--- config.mk ---
export PLATFORM = sky130hd
export DESIGN_NAME = multi_turn_encoder_tracker_top_flat
export DESIGN_NICKNAME = d
export VERILOG_FILES = /design/src/rtl/core/mtet_pkg.sv /design/src/rtl/core/mtet_in_if.sv /design/src/rtl/core/mtet_out_if.sv /design/src/rtl/core/mtet_cfg_regs.sv /design/src/rtl/core/mtet_core.sv /design/src/rtl/core/multi_turn_encoder_tracker_top.sv /design/src/flat_wrapper.sv
export SDC_FILE = /design/constraint.sdc
export NUM_CORES = 1
export LEC_CHECK = 0
export BUFFER_PORTS_ARGS = -buffer_cell sky130_fd_sc_hd__buf_2
export CORE_MARGIN = 5
export CORE_UTILIZATION = 55
export CTS_CLUSTER_DIAMETER = 100
export DETAILED_ROUTE_END_ITERATION = 10
export PLACE_DENSITY = 0.84
export SYNTH_ARGS = -nofsm -noshare
export SYNTH_HDL_FRONTEND = slang
export SYNTH_SLANG_ARGS = --single-unit
--- constraint.sdc ---
create_clock -name clk -period 9.31 [get_ports clk]
set_clock_uncertainty 0.2 [all_clocks]
set_input_delay 0.931 -clock clk [delete_from_list [all_inputs] [get_ports clk]]
set_output_delay 0.931 -clock clk [all_outputs]
set_load 0.01 [all_outputs]
--- src/rtl/core/mtet_pkg.sv ---
// Shared types and constants of the multi-turn encoder tracker.
`default_nettype none

package mtet_pkg;

  localparam int ANGLE_W   = 13;
  localparam int SPEED_W   = 16;
  localparam int CURRENT_W = 16;
  localparam int TEMP_W    = 8;
  localparam int Q10_W     = 19;
  localparam int TURN_W    = 19;
  localparam int POS_W     = 32;
  localparam int FILT_W    = 10;
  localparam int THR_W     = 10;
  localparam int CFG_ADDR_W = 3;
  localparam int CFG_DATA_W = 32;

  localparam logic [0:0] REG_ZERO_ANGLE = 1'b0;
  localparam logic [0:0] REG_JUMP_THR   = 1'b1;

  localparam logic [ANGLE_W-1:0] ZERO_ANGLE_RST = 13'd0;
  localparam logic [THR_W-1:0]   JUMP_THR_RST   = 10'd500;

  localparam logic signed [14:0] ANGLE_HALF = 15'sd4096;
  localparam logic signed [14:0] ANGLE_TURN = 15'sd8192;
  localparam logic signed [Q10_W-1:0] ANGLE_Q10_SCALE = 19'sd45;

  // floor(x / 100) == (x * 5243) >> 19 for x <= 32768
  localparam logic [12:0] DIV100_MULT = 13'd5243;
  // floor(x / 5) == (x * 3277) >> 14 for x < 4096
  localparam logic [11:0] DIV5_MULT   = 12'd3277;

  localparam logic signed [FILT_W-1:0] SPEED_MAX = 10'sd327;

  typedef struct packed {
    logic [ANGLE_W-1:0] zero_angle;
    logic [THR_W-1:0]   jump_threshold;
  } cfg_t;

endpackage

`default_nettype wire

--- src/rtl/core/mtet_in_if.sv ---
// Feedback frame channel: valid/ready handshake with the frame fields.
`default_nettype none

interface mtet_in_if;
  logic                                       valid;
  logic                                       ready;
  logic        [mtet_pkg::ANGLE_W-1:0]        angle_raw;
  logic signed [mtet_pkg::SPEED_W-1:0]        speed_raw;
  logic signed [mtet_pkg::CURRENT_W-1:0]      current_raw;
  logic        [mtet_pkg::TEMP_W-1:0]         coil_temp;
  logic        [mtet_pkg::TEMP_W-1:0]         mos_temp;

  modport source (
    output valid, angle_raw, speed_raw, current_raw, coil_temp, mos_temp,
    input  ready
  );

  modport sink (
    input  valid, angle_raw, speed_raw, current_raw, coil_temp, mos_temp,
    output ready
  );
endinterface

`default_nettype wire

--- src/rtl/core/mtet_out_if.sv ---
// Result channel: valid/ready handshake with the tracked position fields.
`default_nettype none

interface mtet_out_if;
  logic                                  valid;
  logic                                  ready;
  logic signed [mtet_pkg::Q10_W-1:0]     relative_angle_q10;
  logic signed [mtet_pkg::TURN_W-1:0]    turn_count;
  logic signed [mtet_pkg::POS_W-1:0]     multi_turn_position;
  logic signed [mtet_pkg::FILT_W-1:0]    speed_filtered;
  logic signed [mtet_pkg::CURRENT_W-1:0] current_out;
  logic        [mtet_pkg::TEMP_W-1:0]    coil_temp_out;
  logic        [mtet_pkg::TEMP_W-1:0]    mos_temp_out;

  modport source (
    output valid, relative_angle_q10, turn_count, multi_turn_position, speed_filtered,
           current_out, coil_temp_out, mos_temp_out,
    input  ready
  );

  modport sink (
    input  valid, relative_angle_q10, turn_count, multi_turn_position, speed_filtered,
           current_out, coil_temp_out, mos_temp_out,
    output ready
  );
endinterface

`default_nettype wire

--- src/rtl/core/mtet_cfg_regs.sv ---
// APB configuration registers: zero angle and speed jump threshold.
`default_nettype none

module mtet_cfg_regs (
  input  wire logic                                clk,
  input  wire logic                                rst_n,
  input  wire logic                                cfg_psel,
  input  wire logic                                cfg_penable,
  input  wire logic                                cfg_pwrite,
  input  wire logic [mtet_pkg::CFG_ADDR_W-1:0]     cfg_paddr,
  input  wire logic [mtet_pkg::CFG_DATA_W-1:0]     cfg_pwdata,
  output logic      [mtet_pkg::CFG_DATA_W-1:0]     cfg_prdata,
  output logic                                     cfg_pready,
  output mtet_pkg::cfg_t                           cfg
);

  mtet_pkg::cfg_t cfg_r;
  logic           wr_en;
  logic [0:0]     reg_idx;

  assign cfg_pready = 1'b1;
  assign wr_en      = cfg_psel && cfg_penable && cfg_pwrite && cfg_pready;
  assign reg_idx    = cfg_paddr[2];
  assign cfg        = cfg_r;

  always_ff @(posedge clk) begin
    if (!rst_n) begin
      cfg_r.zero_angle     <= mtet_pkg::ZERO_ANGLE_RST;
      cfg_r.jump_threshold <= mtet_pkg::JUMP_THR_RST;
    end else if (wr_en) begin
      case (reg_idx)
        mtet_pkg::REG_ZERO_ANGLE: cfg_r.zero_angle <= cfg_pwdata[mtet_pkg::ANGLE_W-1:0];
        mtet_pkg::REG_JUMP_THR:   cfg_r.jump_threshold <= cfg_pwdata[mtet_pkg::THR_W-1:0];
        default: ;
      endcase
    end
  end

  always_comb begin
    case (reg_idx)
      mtet_pkg::REG_ZERO_ANGLE:
        cfg_prdata = {{(mtet_pkg::CFG_DATA_W - mtet_pkg::ANGLE_W){1'b0}}, cfg_r.zero_angle};
      mtet_pkg::REG_JUMP_THR:
        cfg_prdata = {{(mtet_pkg::CFG_DATA_W - mtet_pkg::THR_W){1'b0}}, cfg_r.jump_threshold};
      default:
        cfg_prdata = '0;
    endcase
  end

endmodule

`default_nettype wire

--- src/rtl/core/mtet_core.sv ---
// Tracking datapath: input stage, turn counting, speed filter and result stage.
`default_nettype none

module mtet_core (
  input  wire logic    clk,
  input  wire logic    rst_n,
  input  wire mtet_pkg::cfg_t cfg,
  mtet_in_if.sink      in_bus,
  mtet_out_if.source   out_bus
);

  // input stage
  logic                                    s1_valid_r;
  logic                                    s1_valid_nxt;
  logic        [mtet_pkg::ANGLE_W-1:0]     s1_angle_r;
  logic signed [mtet_pkg::FILT_W-1:0]      s1_now_r;
  logic signed [mtet_pkg::CURRENT_W-1:0]   s1_current_r;
  logic        [mtet_pkg::TEMP_W-1:0]      s1_coil_r;
  logic        [mtet_pkg::TEMP_W-1:0]      s1_mos_r;

  // tracking state
  logic        [mtet_pkg::ANGLE_W-1:0]     prev_angle_r;
  logic        [mtet_pkg::TURN_W-1:0]      turn_r;
  logic        [mtet_pkg::TURN_W-1:0]      turn_nxt;
  logic signed [mtet_pkg::FILT_W-1:0]      filt_r;
  logic signed [mtet_pkg::FILT_W-1:0]      filt_nxt;

  // result stage
  logic                                    out_valid_r;
  logic                                    out_valid_nxt;
  logic signed [mtet_pkg::Q10_W-1:0]       out_angle_r;
  logic        [mtet_pkg::TURN_W-1:0]      out_turn_r;
  logic        [mtet_pkg::POS_W-1:0]       out_pos_r;
  logic signed [mtet_pkg::FILT_W-1:0]      out_speed_r;
  logic signed [mtet_pkg::CURRENT_W-1:0]   out_current_r;
  logic        [mtet_pkg::TEMP_W-1:0]      out_coil_r;
  logic        [mtet_pkg::TEMP_W-1:0]      out_mos_r;

  logic in_acc;
  logic s1_adv;

  // speed / 100
  logic        [16:0] spd_mag;
  logic        [29:0] spd_prod;
  logic        [8:0]  spd_quo;
  logic signed [mtet_pkg::FILT_W-1:0] spd_now;

  // filter
  logic signed [10:0] flt_diff;
  logic        [10:0] flt_adiff;
  logic               flt_old;
  logic signed [12:0] flt_sum;
  logic        [12:0] flt_neg;
  logic        [11:0] flt_mag;
  logic        [23:0] flt_prod;
  logic        [9:0]  flt_quo;

  // angle
  logic signed [14:0] ang_err;
  logic signed [14:0] ang_wrap;
  logic signed [14:0] ang_jump;
  logic signed [mtet_pkg::Q10_W-1:0] ang_q10;

  assign in_acc       = in_bus.valid && in_bus.ready;
  assign s1_adv       = s1_valid_r && (!out_valid_r || out_bus.ready);
  assign in_bus.ready = !s1_valid_r || s1_adv;

  assign s1_valid_nxt  = in_acc ? 1'b1 : (s1_adv ? 1'b0 : s1_valid_r);
  assign out_valid_nxt = s1_adv ? 1'b1 : (out_bus.ready ? 1'b0 : out_valid_r);

  always_comb begin
    spd_mag  = in_bus.speed_raw[15] ? (17'd0 - {1'b1, in_bus.speed_raw})
                                    : {1'b0, in_bus.speed_raw};
    spd_prod = spd_mag * mtet_pkg::DIV100_MULT;
    spd_quo  = spd_prod[27:19];
    spd_now  = in_bus.speed_raw[15] ? -$signed({1'b0, spd_quo}) : $signed({1'b0, spd_quo});
  end

  always_comb begin
    flt_diff  = 11'(s1_now_r) - 11'(filt_r);
    flt_adiff = flt_diff[10] ? (11'd0 - flt_diff) : flt_diff;
    flt_old   = flt_adiff >= {1'b0, cfg.jump_threshold};
    flt_sum   = flt_old ? (13'(s1_now_r) + (13'(filt_r) <<< 2))
                        : ((13'(s1_now_r) <<< 2) + 13'(filt_r));
    flt_neg   = 13'd0 - flt_sum;
    flt_mag   = flt_sum[12] ? flt_neg[11:0] : flt_sum[11:0];
    flt_prod  = flt_mag * mtet_pkg::DIV5_MULT;
    flt_quo   = flt_prod[23:14];
    filt_nxt  = flt_sum[12] ? $signed(10'd0 - flt_quo) : $signed(flt_quo);
  end

  always_comb begin
    ang_err = $signed({2'b00, s1_angle_r}) - $signed({2'b00, cfg.zero_angle});
    if (ang_err > mtet_pkg::ANGLE_HALF) begin
      ang_wrap = ang_err - mtet_pkg::ANGLE_TURN;
    end else if (ang_err < -mtet_pkg::ANGLE_HALF) begin
      ang_wrap = ang_err + mtet_pkg::ANGLE_TURN;
    end else begin
      ang_wrap = ang_err;
    end
    ang_q10 = 19'(ang_wrap) * mtet_pkg::ANGLE_Q10_SCALE;

    ang_jump = $signed({2'b00, s1_angle_r}) - $signed({2'b00, prev_angle_r});
    if (ang_jump < -mtet_pkg::ANGLE_HALF) begin
      turn_nxt = turn_r + 19'd1;
    end else if (ang_jump > mtet_pkg::ANGLE_HALF) begin
      turn_nxt = turn_r - 19'd1;
    end else begin
      turn_nxt = turn_r;
    end
  end

  always_ff @(posedge clk) begin
    if (!rst_n) begin
      s1_valid_r   <= 1'b0;
      out_valid_r  <= 1'b0;
      prev_angle_r <= '0;
      turn_r       <= '0;
      filt_r       <= '0;
    end else begin
      s1_valid_r  <= s1_valid_nxt;
      out_valid_r <= out_valid_nxt;
      if (s1_adv) begin
        prev_angle_r <= s1_angle_r;
        turn_r       <= turn_nxt;
        filt_r       <= filt_nxt;
      end
    end
  end

  always_ff @(posedge clk) begin
    if (in_acc) begin
      s1_angle_r   <= in_bus.angle_raw;
      s1_now_r     <= spd_now;
      s1_current_r <= in_bus.current_raw;
      s1_coil_r    <= in_bus.coil_temp;
      s1_mos_r     <= in_bus.mos_temp;
    end
    if (s1_adv) begin
      out_angle_r   <= ang_q10;
      out_turn_r    <= turn_nxt;
      out_pos_r     <= {turn_nxt, s1_angle_r};
      out_speed_r   <= filt_nxt;
      out_current_r <= s1_current_r;
      out_coil_r    <= s1_coil_r;
      out_mos_r     <= s1_mos_r;
    end
  end

  assign out_bus.valid               = out_valid_r;
  assign out_bus.relative_angle_q10  = out_angle_r;
  assign out_bus.turn_count          = $signed(out_turn_r);
  assign out_bus.multi_turn_position = $signed(out_pos_r);
  assign out_bus.speed_filtered      = out_speed_r;
  assign out_bus.current_out         = out_current_r;
  assign out_bus.coil_temp_out       = out_coil_r;
  assign out_bus.mos_temp_out        = out_mos_r;

`ifndef SYNTHESIS
  a_state_hold: assert property (@(posedge clk) disable iff (!rst_n)
    !s1_adv |=> $stable(turn_r) && $stable(filt_r) && $stable(prev_angle_r))
    else $error("tracking state changed without an advancing item");

  a_turn_step: assert property (@(posedge clk) disable iff (!rst_n)
    s1_adv |=> (turn_r == $past(turn_r)) || (turn_r == $past(turn_r) + 19'd1) ||
               (turn_r == $past(turn_r) - 19'd1))
    else $error("turn counter moved by more than one turn");

  a_out_matches_state: assert property (@(posedge clk) disable iff (!rst_n)
    out_valid_r |-> (out_pos_r[12:0] == prev_angle_r) && (out_turn_r == turn_r) &&
                    (out_speed_r == filt_r))
    else $error("result beat disagrees with tracking state");

  a_filt_range: assert property (@(posedge clk) disable iff (!rst_n)
    (filt_r >= -mtet_pkg::SPEED_MAX) && (filt_r <= mtet_pkg::SPEED_MAX))
    else $error("filtered speed out of range");
`endif

endmodule

`default_nettype wire

--- src/rtl/core/multi_turn_encoder_tracker_top.sv ---
// Multi-turn encoder tracker top level.
//
// in_bus carries one motor feedback frame per beat (angle, speed, current,
// two temperatures); out_bus returns one result beat per frame with the
// wrapped relative angle in Q10 degrees, the turn count, the multi-turn
// position, the filtered speed and the passed-through current and temps.
// cfg_* is an APB-style port: zero_angle at byte address 0, jump_threshold
// at byte address 4; pready is always high, reads return the register.
//
// A frame accepted on in_bus is registered in the input stage and moves to
// the result register when that is free, from which out_bus presents it.
// Throughput: one frame per cycle while out_bus does not stall; the turn
// counter and speed filter state update in the same cycle as the result
// register, so back-to-back frames see each other's state.
// When the receiver stalls, the result beat holds and one more frame can be
// taken into the input stage; in_bus.ready then drops until out_bus moves.
// Synchronous reset clears both stages, the angle history, the turn counter
// and the filter, and loads the register reset values (zero angle 0,
// jump threshold 500).
`default_nettype none

module multi_turn_encoder_tracker_top (
  input  wire logic                             clk,
  input  wire logic                             rst_n,
  mtet_in_if.sink                               in_bus,
  mtet_out_if.source                            out_bus,
  input  wire logic                             cfg_psel,
  input  wire logic                             cfg_penable,
  input  wire logic                             cfg_pwrite,
  input  wire logic [mtet_pkg::CFG_ADDR_W-1:0]  cfg_paddr,
  input  wire logic [mtet_pkg::CFG_DATA_W-1:0]  cfg_pwdata,
  output logic      [mtet_pkg::CFG_DATA_W-1:0]  cfg_prdata,
  output logic                                  cfg_pready
);

  mtet_pkg::cfg_t cfg;

  mtet_cfg_regs u_cfg_regs (
    .clk         (clk),
    .rst_n       (rst_n),
    .cfg_psel    (cfg_psel),
    .cfg_penable (cfg_penable),
    .cfg_pwrite  (cfg_pwrite),
    .cfg_paddr   (cfg_paddr),
    .cfg_pwdata  (cfg_pwdata),
    .cfg_prdata  (cfg_prdata),
    .cfg_pready  (cfg_pready),
    .cfg         (cfg)
  );

  mtet_core u_core (
    .clk     (clk),
    .rst_n   (rst_n),
    .cfg     (cfg),
    .in_bus  (in_bus),
    .out_bus (out_bus)
  );

endmodule

`default_nettype wire

--- src/flat_wrapper.sv ---
// flat-port wrapper written by rule: the top's interface ports become plain ports
module multi_turn_encoder_tracker_top_flat 
  (clk, rst_n, cfg_psel, cfg_penable, cfg_pwrite, cfg_paddr, cfg_pwdata, cfg_prdata, cfg_pready, in_bus_valid, in_bus_angle_raw, in_bus_speed_raw, in_bus_current_raw, in_bus_coil_temp, in_bus_mos_temp, in_bus_ready, out_bus_valid, out_bus_relative_angle_q10, out_bus_turn_count, out_bus_multi_turn_position, out_bus_speed_filtered, out_bus_current_out, out_bus_coil_temp_out, out_bus_mos_temp_out, out_bus_ready);
  mtet_in_if in_bus_i ();
  mtet_out_if out_bus_i ();
  input  wire logic clk;
  input  wire logic rst_n;
  input  wire logic cfg_psel;
  input  wire logic cfg_penable;
  input  wire logic cfg_pwrite;
  input  wire logic [mtet_pkg::CFG_ADDR_W-1:0] cfg_paddr;
  input  wire logic [mtet_pkg::CFG_DATA_W-1:0] cfg_pwdata;
  output logic      [mtet_pkg::CFG_DATA_W-1:0] cfg_prdata;
  output logic cfg_pready;
  input wire logic [$bits(in_bus_i.valid)-1:0] in_bus_valid;
  input wire logic [$bits(in_bus_i.angle_raw)-1:0] in_bus_angle_raw;
  input wire logic [$bits(in_bus_i.speed_raw)-1:0] in_bus_speed_raw;
  input wire logic [$bits(in_bus_i.current_raw)-1:0] in_bus_current_raw;
  input wire logic [$bits(in_bus_i.coil_temp)-1:0] in_bus_coil_temp;
  input wire logic [$bits(in_bus_i.mos_temp)-1:0] in_bus_mos_temp;
  output wire logic [$bits(in_bus_i.ready)-1:0] in_bus_ready;
  output wire logic [$bits(out_bus_i.valid)-1:0] out_bus_valid;
  output wire logic [$bits(out_bus_i.relative_angle_q10)-1:0] out_bus_relative_angle_q10;
  output wire logic [$bits(out_bus_i.turn_count)-1:0] out_bus_turn_count;
  output wire logic [$bits(out_bus_i.multi_turn_position)-1:0] out_bus_multi_turn_position;
  output wire logic [$bits(out_bus_i.speed_filtered)-1:0] out_bus_speed_filtered;
  output wire logic [$bits(out_bus_i.current_out)-1:0] out_bus_current_out;
  output wire logic [$bits(out_bus_i.coil_temp_out)-1:0] out_bus_coil_temp_out;
  output wire logic [$bits(out_bus_i.mos_temp_out)-1:0] out_bus_mos_temp_out;
  input wire logic [$bits(out_bus_i.ready)-1:0] out_bus_ready;
  assign in_bus_i.valid = in_bus_valid;
  assign in_bus_i.angle_raw = in_bus_angle_raw;
  assign in_bus_i.speed_raw = in_bus_speed_raw;
  assign in_bus_i.current_raw = in_bus_current_raw;
  assign in_bus_i.coil_temp = in_bus_coil_temp;
  assign in_bus_i.mos_temp = in_bus_mos_temp;
  assign in_bus_ready = in_bus_i.ready;
  assign out_bus_valid = out_bus_i.valid;
  assign out_bus_relative_angle_q10 = out_bus_i.relative_angle_q10;
  assign out_bus_turn_count = out_bus_i.turn_count;
  assign out_bus_multi_turn_position = out_bus_i.multi_turn_position;
  assign out_bus_speed_filtered = out_bus_i.speed_filtered;
  assign out_bus_current_out = out_bus_i.current_out;
  assign out_bus_coil_temp_out = out_bus_i.coil_temp_out;
  assign out_bus_mos_temp_out = out_bus_i.mos_temp_out;
  assign out_bus_i.ready = out_bus_ready;
  multi_turn_encoder_tracker_top u_core (.clk(clk), .rst_n(rst_n), .in_bus(in_bus_i), .out_bus(out_bus_i), .cfg_psel(cfg_psel), .cfg_penable(cfg_penable), .cfg_pwrite(cfg_pwrite), .cfg_paddr(cfg_paddr), .cfg_pwdata(cfg_pwdata), .cfg_prdata(cfg_prdata), .cfg_pready(cfg_pready));
endmodule
-- Word level (Yosys, flattened, before mapping)
Cells that the tools add are included.
- output and inout port bits: 147
- logic and storage cells: 70
- register bits after elaboration: 234
- multiplexer cells: 15
- reductions and logical operators: 12
- $lt $le $gt $ge: 5
- bitwise logic cells: 1
- add/subtract/negate cells: 14
- $mul: 3
- operators by type and width (kind ; count):
    one-hot mux 32 bit (2 select lines) ; 1
    2-to-1 mux 19 bit ; 2
    2-to-1 mux 15 bit ; 2
    > comparator 14 bit (second input constant) ; 2
    < comparator 14 x 13 -> 1 bit (second input constant) ; 2
    multiplier 17 x 13 -> 28 bit (second input constant) ; 1
    subtractor 13 x 13 -> 14 bit ; 2
    multiplier 12 x 12 -> 24 bit (second input constant) ; 1
    adder 19 x 1 -> 19 bit (second input constant) ; 1
    multiplier 15 x 7 -> 19 bit (second input constant) ; 1
    subtractor 19 x 1 -> 19 bit (second input constant) ; 1
    2-to-1 mux 17 bit ; 1
    subtractor 1 x 17 -> 17 bit (first input constant) ; 1
    adder 14 x 15 -> 15 bit (second input constant) ; 1
    subtractor 14 x 15 -> 15 bit (second input constant) ; 1
    adder 10 x 12 -> 13 bit ; 1
    adder 12 x 10 -> 13 bit ; 1
    2-to-1 mux 13 bit ; 1
    2-to-1 mux 12 bit ; 1
    subtractor 1 x 12 -> 12 bit (first input constant) ; 1
    greater-or-equal comparator 11 x 10 -> 1 bit ; 1
    2-to-1 mux 11 bit ; 1
    subtractor 1 x 11 -> 11 bit (first input constant) ; 1
    subtractor 10 x 10 -> 11 bit ; 1
    11 further kinds ; 21

-- Longest topological paths before layout
Gate-level depths: netlist of run 1.
- word-level depth: 10
- depth in mapped cells: 52
- mapped depth without buffers: 50

-- Hierarchy
Synthesis of run 1 repeated with hierarchy kept, for this count alone.
- cells, all modules: 2137
- area total of the unflattened synthesis: 21046.4 um2
- modules (own cells, without submodules) (module ; seq. area each (um2) ; area an instance (um2) ; cells an instance ; times used):
    mtet_core ; 5325.1 ; 19810.2 ; 2004 ; 1
    mtet_cfg_regs ; 460.4 ; 1236.2 ; 133 ; 1

-- Least setup slack after synthesis of run 1
No wires, ideal clock.
- kind: register to register
- from: reg u_core.u_core.s1_now_r[0] (netlist bit)
- to: reg u_core.u_core.filt_r[8] (netlist bit)
- library setup time: 0.115 ns
- period minus slack after synthesis: 9.967 ns
- slack: -0.657 ns
- arrival: 9.652 ns
- cell stages (with the launch flop): 45
- required time: 8.995 ns
- path through: edfxtp_1 > inv_1 > ha_1 > inv_1 > fa_1 > a31o_2 > xor2_1 > a211oi_2 > nor4b_4 > a21oi_1 > xnor2_1 > ha_1 > o211a_1 > a221o_1 > a41oi_4 > buf_6 > buf_6 > nor2_1 > [... 9 more ...] > ha_1 > inv_1 > fa_1 > fa_1 > inv_1 > fa_1 > fa_1 > ha_1 > o211ai_1 > a21boi_0 > o21ai_0 > o21bai_1 > a21oi_1 > xnor2_1 > a211o_1 > o31ai_1 > xnor2_1 > o21ba_2
- longest elaborated chain between the ends: 10
- elaborated cells between the ends (all ways): 12
- those cells by class: add/sub: 6; mul: 1; order compare: 1; mux: 4
- ends and longest elaborated chain (element ; line ; RTL):
    start, declared ; mtet_core.sv:16 ; logic signed [mtet_pkg::FILT_W-1:0] s1_now_r;
    start signal, assigned ; mtet_core.sv:134 ; s1_now_r <= spd_now;
    subtractor 10 x 10 -> 11 bit ; mtet_core.sv:80 ; flt_diff = 11'(s1_now_r) - 11'(filt_r);
    subtractor 1 x 11 -> 11 bit ; mtet_core.sv:81 ; flt_adiff = flt_diff[10] ? (11'd0 - flt_diff) : flt_diff;
    2-to-1 mux 11 bit ; mtet_core.sv:81 ;
    greater-or-equal comparator 11 x 10 -> 1 bit ; mtet_core.sv:82 ; flt_old = flt_adiff >= {1'b0, cfg.jump_threshold};
    2-to-1 mux 13 bit (*) ; mtet_core.sv:83 ; flt_sum = flt_old ? (13'(s1_now_r) + (13'(filt_r) <<< 2))
    subtractor 1 x 12 -> 12 bit ; mtet_core.sv:85 ; flt_neg = 13'd0 - flt_sum;
    2-to-1 mux 12 bit ; mtet_core.sv:86 ; flt_mag = flt_sum[12] ? flt_neg[11:0] : flt_sum[11:0];
    multiplier 12 x 12 -> 24 bit ; mtet_core.sv:87 ; flt_prod = flt_mag * mtet_pkg::DIV5_MULT;
    subtractor 1 x 10 -> 10 bit ; mtet_core.sv:89 ; filt_nxt = flt_sum[12] ? $signed(10'd0 - flt_quo) : $signed(flt_quo);
    2-to-1 mux 10 bit (*) ; mtet_core.sv:89 ;
    named net u_core.u_core.filt_nxt (one bit) ; mtet_core.sv:26 ; logic signed [mtet_pkg::FILT_W-1:0] filt_nxt;
    end signal, assigned ; mtet_core.sv:126 ; filt_r <= filt_nxt;
    end, declared ; mtet_core.sv:25 ; logic signed [mtet_pkg::FILT_W-1:0] filt_r;
The timed path passes the listed nets; every way through them passes the cells marked *.
A chain may end at the register's enable or synchronous reset.

-- Worst setup path after layout of run 1
Same ends and word-level chain as after synthesis.

==> parameters.txt, run 1 <==
Parameter                              Value

Critical path
  Cell with the largest stage delay on the worst path    fa_1
  Worst Path Max Fanout    5
  Worst reg2reg path depth    49
  Critical path required time    9.52 ns
  Worst stage delay on the critical path    0.50 ns
  R2r endpoint    u_core.u_core.filt_r[8]$_SDFFE_PN0P_
  Worst flop-to-flop path startpoint    u_core.u_core.s1_now_r[0]$_DFFE_PP_
  Register-to-register setup slack    -0.45 ns
  CP endpoint kind    flop
  Critical Path Source Type    flop
  Critical setup path kind    reg -> reg
  Startpoint of the worst setup timing path    u_core.u_core.s1_now_r[0]$_DFFE_PP_
  Arrival time of the worst setup path    9.97 ns

Clock tree
  Clock tree root buffer cell    clkbuf_16
  Clk Latency, worst-skew pair    0.53 ns
  CTS tree    yes
  Clock slew at reported path FFs    0.06 ns
  Clock sink count    215
  Number of buffers on the longest clock path    3
  CTS H-tree depth    1
  Number of CTS-inserted buffers    21

Final layout
  Fill cell instance count of the final layout    2750
  Commonest non-fill, non-tap cell in the layout    inv_1
  Fraction of final layout cells with drive strength greater than 1    20.83%
  P&R area growth vs syn    17.07%
  Multi-input combinational cell area    0.01391 mm^2
  Final Net Count    2986
  Count of inserted antenna diode cells    0
  Storage element area    0.005787 mm^2
  Top library cells by usage in the layout, fill and taps aside    inv_1 (351), ha_1 (298), buf_2 (208)

Logic synthesis
  Share of synthesized area occupied by flip-flops and latches    27.75%
  Synth warnings    0
  Post-synthesis cell type count    95
  Top flip-flop cell by instance count after synthesis    edfxtp_1
  Post-synthesis instance area    0.02085 mm^2
  Cells after Synth    2114
  Share of async-settable or async-resettable flops after synthesis    0%
  Syn avg cell area    9.863 um^2
  Library cell with the largest summed area after synthesis    edfxtp_1
  Flip-flop and latch count after synthesis    215
  Yosys top cell area share    21.32%
  Number of flops mapped to enable cells by yosys    148
  Cell types with the largest area share after synthesis    edfxtp_1 (21%), ha_1 (19%), fa_1 (14%)

Run
  Number of maximum-capacitance constraint violations    0

GRT
  Vias in the first global route    16700
  Total overflow reported by the global router    0
  First-pass GRT wire length    81.12 mm
  Global-route usage over all layers    23.36%
  Antenna violations before repair    0
  Largest net degree at the start of global routing    93

Floorplan
  Width of the die    204.7 um
  IO Pins    250
  Chip Height    204.7 um
  Core Rows    71
  Die area    0.04190 mm^2
  Initial Util    55.49%
  Core area    0.03758 mm^2

Place
  Final weighted congestion of routability-driven global placement    0.9677
  Count of input and output buffers    208
  Half-perimeter wire length of the detailed placement result    39.51 mm

Drt
  Post-detailed-route via-to-cell ratio    5.589
  Detailed-router iteration count before antenna repair    7
  Count of antenna-violating nets left after detailed routing    0
  Final routed wirelength across all metal layers    50.82 mm
  Detailed-route via count    16490
  Routed wire length per instance    17.23 um
  Number of DRC markers after the initial detailed-route iteration    1088
  DR DRC count    0

Worst hold path
  Hold Path Sink    u_core.u_core.out_bus.current_out[10]$_DFFE_PP_
  Startpoint of the most critical hold path    u_core.u_core.s1_current_r[10]$_DFFE_PP_
  WHS Path Cells    0
  Worst min-delay path category    reg -> reg

Timing
  Final setup violating endpoints    18
  Number of max-slew violations in the final report    0
  Unrepaired setup endpoints after global routing    yes
  Final sum of negative setup slack    -5.841 ns
  Tightest Pin Transition    1.216 ns
  Setup slack of the critical path after layout    -0.4508 ns
  Max Freq    0.1025 GHz
  Worst-case headroom to the max-slew limit    18.46%
  Final period demand of the worst path    9.761 ns
  Final period util    104.8%
  Total count of hold-check failures in the final report    0

Status
  Failing checks    setup timing
  Status    finished with violations
==> worst max path at each step <==
stage	endpoint	slack (ns)	cells past startpoint
4_1_cts	u_core.u_core.filt_r[8]$_SDFFE_PN0P_	-0.41	46
5_1_grt	u_core.u_core.filt_r[9]$_SDFFE_PN0P_	-0.91	45
3_3_place_gp	u_core.u_core.filt_r[8]$_SDFFE_PN0P_	-0.24	50
2_1_floorplan	u_core.u_core.filt_r[8]$_SDFFE_PN0P_	-0.05	48
6_report	u_core.u_core.filt_r[8]$_SDFFE_PN0P_	-0.45	49
3_5_place_dp	u_core.u_core.filt_r[8]$_SDFFE_PN0P_	-0.55	51
==> synth_stat cells, drive strengths merged (4+ instances only) <==
library cell and instances:
or3 20, xor2 49, nand2b 21, nand2 174, buf 48, nor2 84
a41o 4, a41oi 5, nand3 33, and2 17, nor3b 4, o31ai 14
a211oi 17, nor4 10, o21a 16, edfxtp 148, dfxtp 67, inv 361
xnor2 98, o21ai 55, nor3 31, o21bai 13, o211a 6, and3 16
o2111ai 4, a21oi 111, a31oi 14, fa 148, o211ai 18, o41ai 5
nand4 21, clkbuf 35, mux2 8, nor2b 14, a21boi 6, a31o 5
or4 11, ha 311, mux2i 20, a21o 21
==> state kept, by name, summed over array words and instances, names as in the netlist <==
name and count:
u_core.u_cfg_regs.cfg 23, u_core.u_core.filt_r 10, u_core.u_core.out_bus.coil_temp_out 8, u_core.u_core.out_bus.current_out 16, u_core.u_core.out_bus.mos_temp_out 8, u_core.u_core.out_bus.multi_turn_position 13, u_core.u_core.out_bus.relative_angle_q10 19, u_core.u_core.out_bus.speed_filtered 10
u_core.u_core.out_bus.turn_count 19, u_core.u_core.out_bus.valid 1, u_core.u_core.prev_angle_r 13, u_core.u_core.s1_angle_r 13, u_core.u_core.s1_coil_r 8, u_core.u_core.s1_current_r 16, u_core.u_core.s1_mos_r 8, u_core.u_core.s1_now_r 10
u_core.u_core.s1_valid_r 1, u_core.u_core.turn_r 19
==> layout make-up <==
| class | count | share of cell area [%] |
|---|---|---|
| clock inverters | 10 | 0.2409 |
| repair buffers | 345 | 8.586 |
| flip-flops and latches | 215 | 23.71 |
| well taps | 511 | 2.619 |
| multi-input cells | 1480 | 56.97 |
| clock buffers | 28 | 2.317 |
| inverters | 361 | 5.562 |
==> cells by family (layout without fill, tap and decap cells) <==
| family | after synthesis | count (layout) | share of synthesized area [%] |
|---|---|---|---|
| simple gates | 468 | 468 | 11.00 |
| buf+inv | 444 | 744 | 8.815 |
| fa+ha+maj | 459 | 459 | 32.87 |
| xor+xnor | 148 | 148 | 6.355 |
| other cells | 2 | 27 | 0.03602 |
| mux | 28 | 28 | 1.548 |
| flops | 215 | 215 | 27.75 |
| compound gates | 350 | 350 | 11.62 |
==> stage by stage <==
stage	instances	cell area (um^2)	utilization [%]	worst slack [ns]	hold WS, ns
2_1_floorplan	2139	21140	-	-0.05092	0.2003
3_3_place_gp	2888	23190	61.71	-0.2422	0.2001
3_5_place_dp	2888	23190	61.71	-0.5463	0.2054
4_1_cts	2942	24240	64.50	-0.4051	0.2183
5_1_grt	2950	24410	64.96	-0.9053	0.2264
6_report	2950	24410	64.96	-0.4508	0.2199
==> worst max-delay path: cells and delay by family (launching register included) <==
family | cells | cell delay (ns)
multiplexers | 2 | 0.44
buffers and inverters | 7 | 0.44
AND/OR/NAND/NOR | 11 | 1.19
XOR/XNOR | 4 | 0.52
AO/OA/AOI/OAI | 14 | 2.73
adder cells (fa/ha/maj) | 11 | 3.68
flip-flops | 1 | 0.42
==> routing by layer <==
layer / wire length (um) / GRT usage, %
met1: 19460 / 28.51
met5: 0 / 0
met2: 26160 / 42.71
met4: 2019 / 8.997
met3: 3186 / 2.200
==> what timing repair did <==
item / CTS / global route
setup buffers: 16 / 10
hold buffers: 0 / 0
gates resized for setup: 57 / 22
pin swaps: 60 / 43
setup endpoints to repair: 18 / 20
Power of run 1 is left out: the tool's default activity adds up to more than one toggle a clock period on the data nets, which glitch-free logic cannot reach.
==> run 2, diff against run 1 <==
- CELL_PAD_IN_SITES_DETAIL_PLACEMENT: not set -> 1
- CELL_PAD_IN_SITES_GLOBAL_PLACEMENT: not set -> 1
- CORE_UTILIZATION: 55 -> 40
- PLACE_DENSITY: 0.84 -> 0.8
- SKIP_LAST_GASP: not set -> 1
==> parameters.txt, run 2 (synthesis gave the netlist of run 1 again) <==
Parameter                              Value

Drt
  Routed wire length per instance    19.78 um (+15%)
  Detailed-route via count    16760 (+1.7%)
  Final routed wirelength across all metal layers    62.35 mm (+23%)
  Number of DRC markers after the initial detailed-route iteration    649 (-40%)
  Count of antenna-violating nets left after detailed routing    0 (unchanged)
  Post-detailed-route via-to-cell ratio    5.319 (-4.8%)
  DR DRC count    0 (unchanged)
  Detailed-router iteration count before antenna repair    5 (-2)

Critical path
  Critical path required time    9.53 ns (about the same)
  Worst stage delay on the critical path    0.68 ns (+0.18 ns)
  Worst Path Max Fanout    9 (+4)
  CP endpoint kind    flop
  R2r endpoint    u_core.u_core.filt_r[4]$_SDFFE_PN0P_
  Critical setup path kind    reg -> reg
  Worst reg2reg path depth    41 (-16%)
  Register-to-register setup slack    -0.88 ns (-0.43 ns)
  Arrival time of the worst setup path    10.41 ns (+0.44 ns)
  Critical Path Source Type    flop
  Buffers plus inverters on the worst setup path    11 (+4)
  Cell with the largest stage delay on the worst path    xnor2_1
  Category of cells accounting for the largest share of critical-path delay    compound AO/OA/AOI/OAI gates
  Startpoint of the worst setup timing path    u_core.u_core.s1_now_r[0]$_DFFE_PP_
  Worst flop-to-flop path startpoint    u_core.u_core.s1_now_r[0]$_DFFE_PP_

Timing
  Tightest Pin Transition    1.116 ns (-0.09961 ns)
  Total count of hold-check failures in the final report    0 (unchanged)
  Max Freq    0.09813 GHz (-4.2%)
  Final period util    109.5% (+4.6 points)
  Number of max-slew violations in the final report    0 (unchanged)
  Worst-case headroom to the max-slew limit    25.14% (+6.7 points)
  Setup slack of the critical path after layout    -0.8806 ns (-0.4298 ns)
  Final setup violating endpoints    19 (+1)
  Unrepaired setup endpoints after global routing    yes
  Final sum of negative setup slack    -12.88 ns (-7.036 ns)
  Final period demand of the worst path    10.19 ns (+0.4298 ns)

Clock tree
  CTS tree    yes
  CTS H-tree depth    1 (unchanged)
  Clk Latency, worst-skew pair    0.53 ns (about the same)
  Clock sink count    215 (unchanged)
  Number of CTS-inserted buffers    23 (+9.5%)
  Clock tree root buffer cell    clkbuf_16
  Clock slew at reported path FFs    0.06 ns (about the same)
  Number of buffers on the longest clock path    3 (unchanged)

Final layout
  P&R area growth vs syn    19.88%
  Top library cells by usage in the layout, fill and taps aside    inv_1 (350), ha_1 (299), buf_2 (208)
  Commonest non-fill, non-tap cell in the layout    inv_1
  Largest register FFs    23 (unchanged)
  Fraction of final layout cells with drive strength greater than 1    22.19% (+1.4 points)
  Final Net Count    3015 (+0.97%)
  Fill cell instance count of the final layout    5809 (+110%)
  Final standard cell area without fillers    0.02500 mm^2 (+2.4%)

Worst hold path
  Startpoint of the most critical hold path    u_core.u_core.s1_coil_r[1]$_DFFE_PP_
  WHS Path Cells    0 (unchanged)
  Worst min-delay path category    reg -> reg
  Hold Path Sink    u_core.u_core.out_bus.coil_temp_out[1]$_DFFE_PP_

GRT
  Total overflow reported by the global router    0 (unchanged)
  Largest net degree at the start of global routing    90 (-3.2%)
  Global-route usage over all layers    20.61% (-2.7 points)
  Vias in the first global route    18610 (+11%)
  First-pass GRT wire length    96.53 mm (+19%)
  Antenna violations before repair    1 (+1)

Run
  Number of maximum-capacitance constraint violations    0 (unchanged)

Floorplan
  Initial Util    40.48% (-15 points)
  Die area    0.05679 mm^2 (+36%)
  Width of the die    238.3 um (+16%)
  Core Rows    83 (+17%)
  IO Pins    250 (unchanged)
  Chip Height    238.3 um (+16%)
  Core area    0.05151 mm^2 (+37%)

Status
  Status    finished with violations
  Failing checks    setup timing

Place
  Half-perimeter wire length of the detailed placement result    48.02 mm (+22%)
  Final weighted congestion of routability-driven global placement    0.8669 (-10%)
  Instance area at placement    0.02354 mm^2 (+1.5%)
  Count of input and output buffers    208 (unchanged)
[run 2: cell count changes in the layout (fill, tap and decap cells not counted), moves of 3 or more]
| cell | change |
|---|---|
| buf_4 | +23 |
| buf_6 | +5 |
| clkbuf_1 | -3 |
| nor2_1 | -5 |
| nor2_2 | +3 |
[run 2: layout make-up]
cell class | instances | area, um^2 | share of cell area [%]
clock inverter | 17 | 182.7 | 0.7308
timing repair buffer | 372 | 2310 | 9.241
multi-input combinational | 1480 | 13920 | 55.69
sequential | 215 | 5787 | 23.15
inverter | 361 | 1358 | 5.431
tap | 680 | 850.8 | 3.404
antenna | 2 | 5.005 | 0.02002
clock buffer | 25 | 583.1 | 2.333
[run 2: stage by stage]
stage                     cells  worst slack (ns)  utilization (%)  hold WS (ns)
final                      3152           -0.8806            48.53        0.2200
after global routing       3150            -1.258            48.52        0.2241
after CTS                  3137           -0.5471            47.87        0.2221
after global placement     3076           -0.3511            45.71        0.2009
after detailed placement   3076           -0.7495            45.71        0.2062
after floorplan            2139          -0.05092                -        0.2003
[run 2: how the worst max path moves through the flow]
stage                                            to  slack, ns  cells past startpoint
6_report       u_core.u_core.filt_r[4]$_SDFFE_PN0P_      -0.88                     41
5_1_grt        u_core.u_core.filt_r[6]$_SDFFE_PN0P_      -1.26                     52
4_1_cts        u_core.u_core.filt_r[8]$_SDFFE_PN0P_      -0.55                     50
3_5_place_dp   u_core.u_core.filt_r[8]$_SDFFE_PN0P_      -0.75                     49
3_3_place_gp   u_core.u_core.filt_r[8]$_SDFFE_PN0P_      -0.35                     48
2_1_floorplan  u_core.u_core.filt_r[8]$_SDFFE_PN0P_      -0.05                     48
[run 2: layer usage]
layer / vias to the layer above / GRT usage (%) / share of wire (%)
met4: 0 / 7.287 / 4.4
met2: 442 / 40.64 / 54
met5: - / 0 / 0
li1: 7836 / - / -
met1: 8314 / 22.95 / 38
met3: 172 / 1.815 / 3.6
[run 2: timing repair]
item	in CTS	in global routing
hold buffers	0	0
endpoints found under the setup margin	19	20
gates resized for setup	45	43
gates cloned	0	0
pin swaps	32	38
setup buffers	20	13
Power of run 2 is left out for the same reason.
==> run 3, diff against run 2 <==
- PLACE_DENSITY: 0.8 -> 0.77
- clock period: 9.31 -> 10.3 ns (I/O delays scaled with it)
==> parameters.txt, run 3 (synthesis gave the netlist of run 1 again) <==
Parameter                              Value

Clock tree
  Clock slew at reported path FFs    0.06 ns (about the same)
  CTS tree    yes
  Clock tree root buffer cell    clkbuf_16
  CTS H-tree depth    1 (unchanged)
  Clk Latency, worst-skew pair    0.54 ns (about the same)
  Hold bufs inserted after CTS    0 (unchanged)
  Number of CTS-inserted buffers    23 (unchanged)
  Number of buffers on the longest clock path    3 (unchanged)
  Clock sink count    215 (unchanged)

GRT
  Total overflow reported by the global router    0 (unchanged)
  Global routing met1 resource utilization    23.64% (+0.69 points)
  Largest net degree at the start of global routing    66 (-27%)
  Busiest metal layer after global routing    met2
  First-pass GRT wire length    89.15 mm (-7.6%)
  Met2 Resource Use GR    35.65% (-5.0 points)
  Antenna violations before repair    0 (-1)
  Met3 Use GR    1.583% (-0.23 points)
  Vias in the first global route    17240 (-7.4%)
  Global-route usage over all layers    18.97% (-1.6 points)

Timing
  Total count of hold-check failures in the final report    0 (unchanged)
  Tightest Pin Transition    1.280 ns (+0.1640 ns)
  Number of max-slew violations in the final report    0 (unchanged)
  Final period demand of the worst path    9.988 ns (-0.2023 ns)
  Setup slack of the critical path after layout    0.3117 ns (+1.192 ns)
  Final period util    96.97% (-12 points)
  Worst hold slack after final layout    0.2213 ns (+0.001376 ns)
  Final setup violating endpoints    0 (-19)
  Max Freq    0.1001 GHz (+2.0%)
  Worst-case headroom to the max-slew limit    14.34% (-11 points)

Floorplan
  IO Pins    250 (unchanged)
  Core Rows    83 (unchanged)
  Core area    0.05151 mm^2 (unchanged)
  Chip Height    238.3 um (unchanged)
  Die area    0.05679 mm^2 (unchanged)
  Initial Util    40.48% (unchanged)
  Width of the die    238.3 um (unchanged)

Status
  Status    finished clean

Final layout
  Top library cells by usage in the layout, fill and taps aside    inv_1 (353), ha_1 (301), buf_2 (208)
  Layout Utilization    46.22% (-2.3 points)
  P&R area growth vs syn    14.19%
  Final Net Count    2899 (-3.8%)
  Final standard cell area without fillers    0.02381 mm^2 (-4.7%)
  Count of inserted antenna diode cells    0 (-2)
  Commonest non-fill, non-tap cell in the layout    inv_1
  Largest register FFs    23 (unchanged)
  Fraction of final layout cells with drive strength greater than 1    16.48% (-5.7 points)

Place
  Count of input and output buffers    208 (unchanged)
  Instance area at placement    0.02265 mm^2 (-3.8%)
  Final weighted congestion of routability-driven global placement    0.8717 (+0.55%)
  Worst slack after detailed placement    -0.2000 ns (+0.5495 ns)
  Half-perimeter wire length of the detailed placement result    45.27 mm (-5.7%)

Drt
  Post-detailed-route via-to-cell ratio    5.248 (-1.3%)
  Routed wire length per instance    18.33 um (-7.3%)
  Number of DRC markers after the initial detailed-route iteration    598 (-7.9%)
  Final routed wirelength across all metal layers    55.61 mm (-11%)
  Detailed-route via count    15920 (-5.0%)
  Count of antenna-violating nets left after detailed routing    0 (unchanged)
  Detailed-router iteration count before antenna repair    4 (-1)
  DR DRC count    0 (unchanged)

Critical path
  Critical Path Source Type    flop
  CP most frequent cell    fa_1
  Worst Path Max Fanout    6 (-3)
  Cell with the largest stage delay on the worst path    fa_1
  Critical setup path kind    reg -> reg
  CP endpoint kind    flop
  Register-to-register setup slack    0.31 ns (+1.19 ns)
  Worst stage delay on the critical path    0.52 ns (-0.16 ns)
  Arrival time of the worst setup path    10.22 ns (-0.19 ns)
  Critical path required time    10.53 ns (+1.00 ns)

Worst hold path
  Worst min-delay path category    reg -> reg

Run
  Number of maximum-capacitance constraint violations    0 (unchanged)
run 3: cell count changes in the layout (fill, tap and decap cells not counted), moves of 7 or more:
cell     before  now
nor2_1       74   81
buf_6        10    2
a21oi_1      93  101
buf_4       154   45
run 3: path summary, 6_finish.rpt:
kind | from | end | cells past startpoint
setup reg to reg | u_core.u_core.s1_now_r[2]$_DFFE_PP_ | u_core.u_core.filt_r[8]$_SDFFE_PN0P_ | 44
setup / recovery | u_core.u_core.s1_now_r[2]$_DFFE_PP_ | u_core.u_core.filt_r[8]$_SDFFE_PN0P_ | 44
hold / removal | u_core.u_core.s1_current_r[2]$_DFFE_PP_ | u_core.u_core.out_bus.current_out[2]$_DFFE_PP_ | 0
hold reg to reg | u_core.u_core.s1_current_r[2]$_DFFE_PP_ | u_core.u_core.out_bus.current_out[2]$_DFFE_PP_ | 0
run 3: layer usage:
layer	vias to the layer above	part of all wire [%]
met5	-	0
met2	301	52
li1	7586	-
met1	7964	42
met3	72	3.6
met4	0	2.0
run 3: through the flow:
| stage | std cells | setup TNS [ns] |
|---|---|---|
| floorplan | 2139 | 0 |
| finish | 3034 | 0 |
| CTS | 3025 | 0 |
| global placement | 2982 | 0 |
| detailed placement | 2982 | -0.4320 |
| global route | 3034 | -1.067 |
run 3: worst max-delay path: cells and delay by family (launching register included):
family | cells | cell delay (ns)
compound gates | 14 | 2.94
xor+xnor | 4 | 0.55
fa+ha+maj | 10 | 3.60
buf+inv | 5 | 0.30
flops | 1 | 0.47
mux | 2 | 0.42
simple gates | 9 | 1.41
run 3: cell type report:
type	count	area [um^2]
clock buffers	27	590.6
clock inverters	15	211.5
fillers	5884	27700
inverters	361	1358
multi-input cells	1480	13590
flip-flops and latches	215	5788
well taps	680	850.8
repair buffers	256	1421
run 3: repair_timing:
| item | in CTS | in global routing |
|---|---|---|
| endpoints found under the hold margin | 0 | 0 |
| pin swaps | 3 | 46 |
| setup endpoints to repair | 11 | 18 |
| resized for setup | 8 | 55 |
| buffers inserted | 1 | 9 |
Power of run 3 is left out for the same reason.
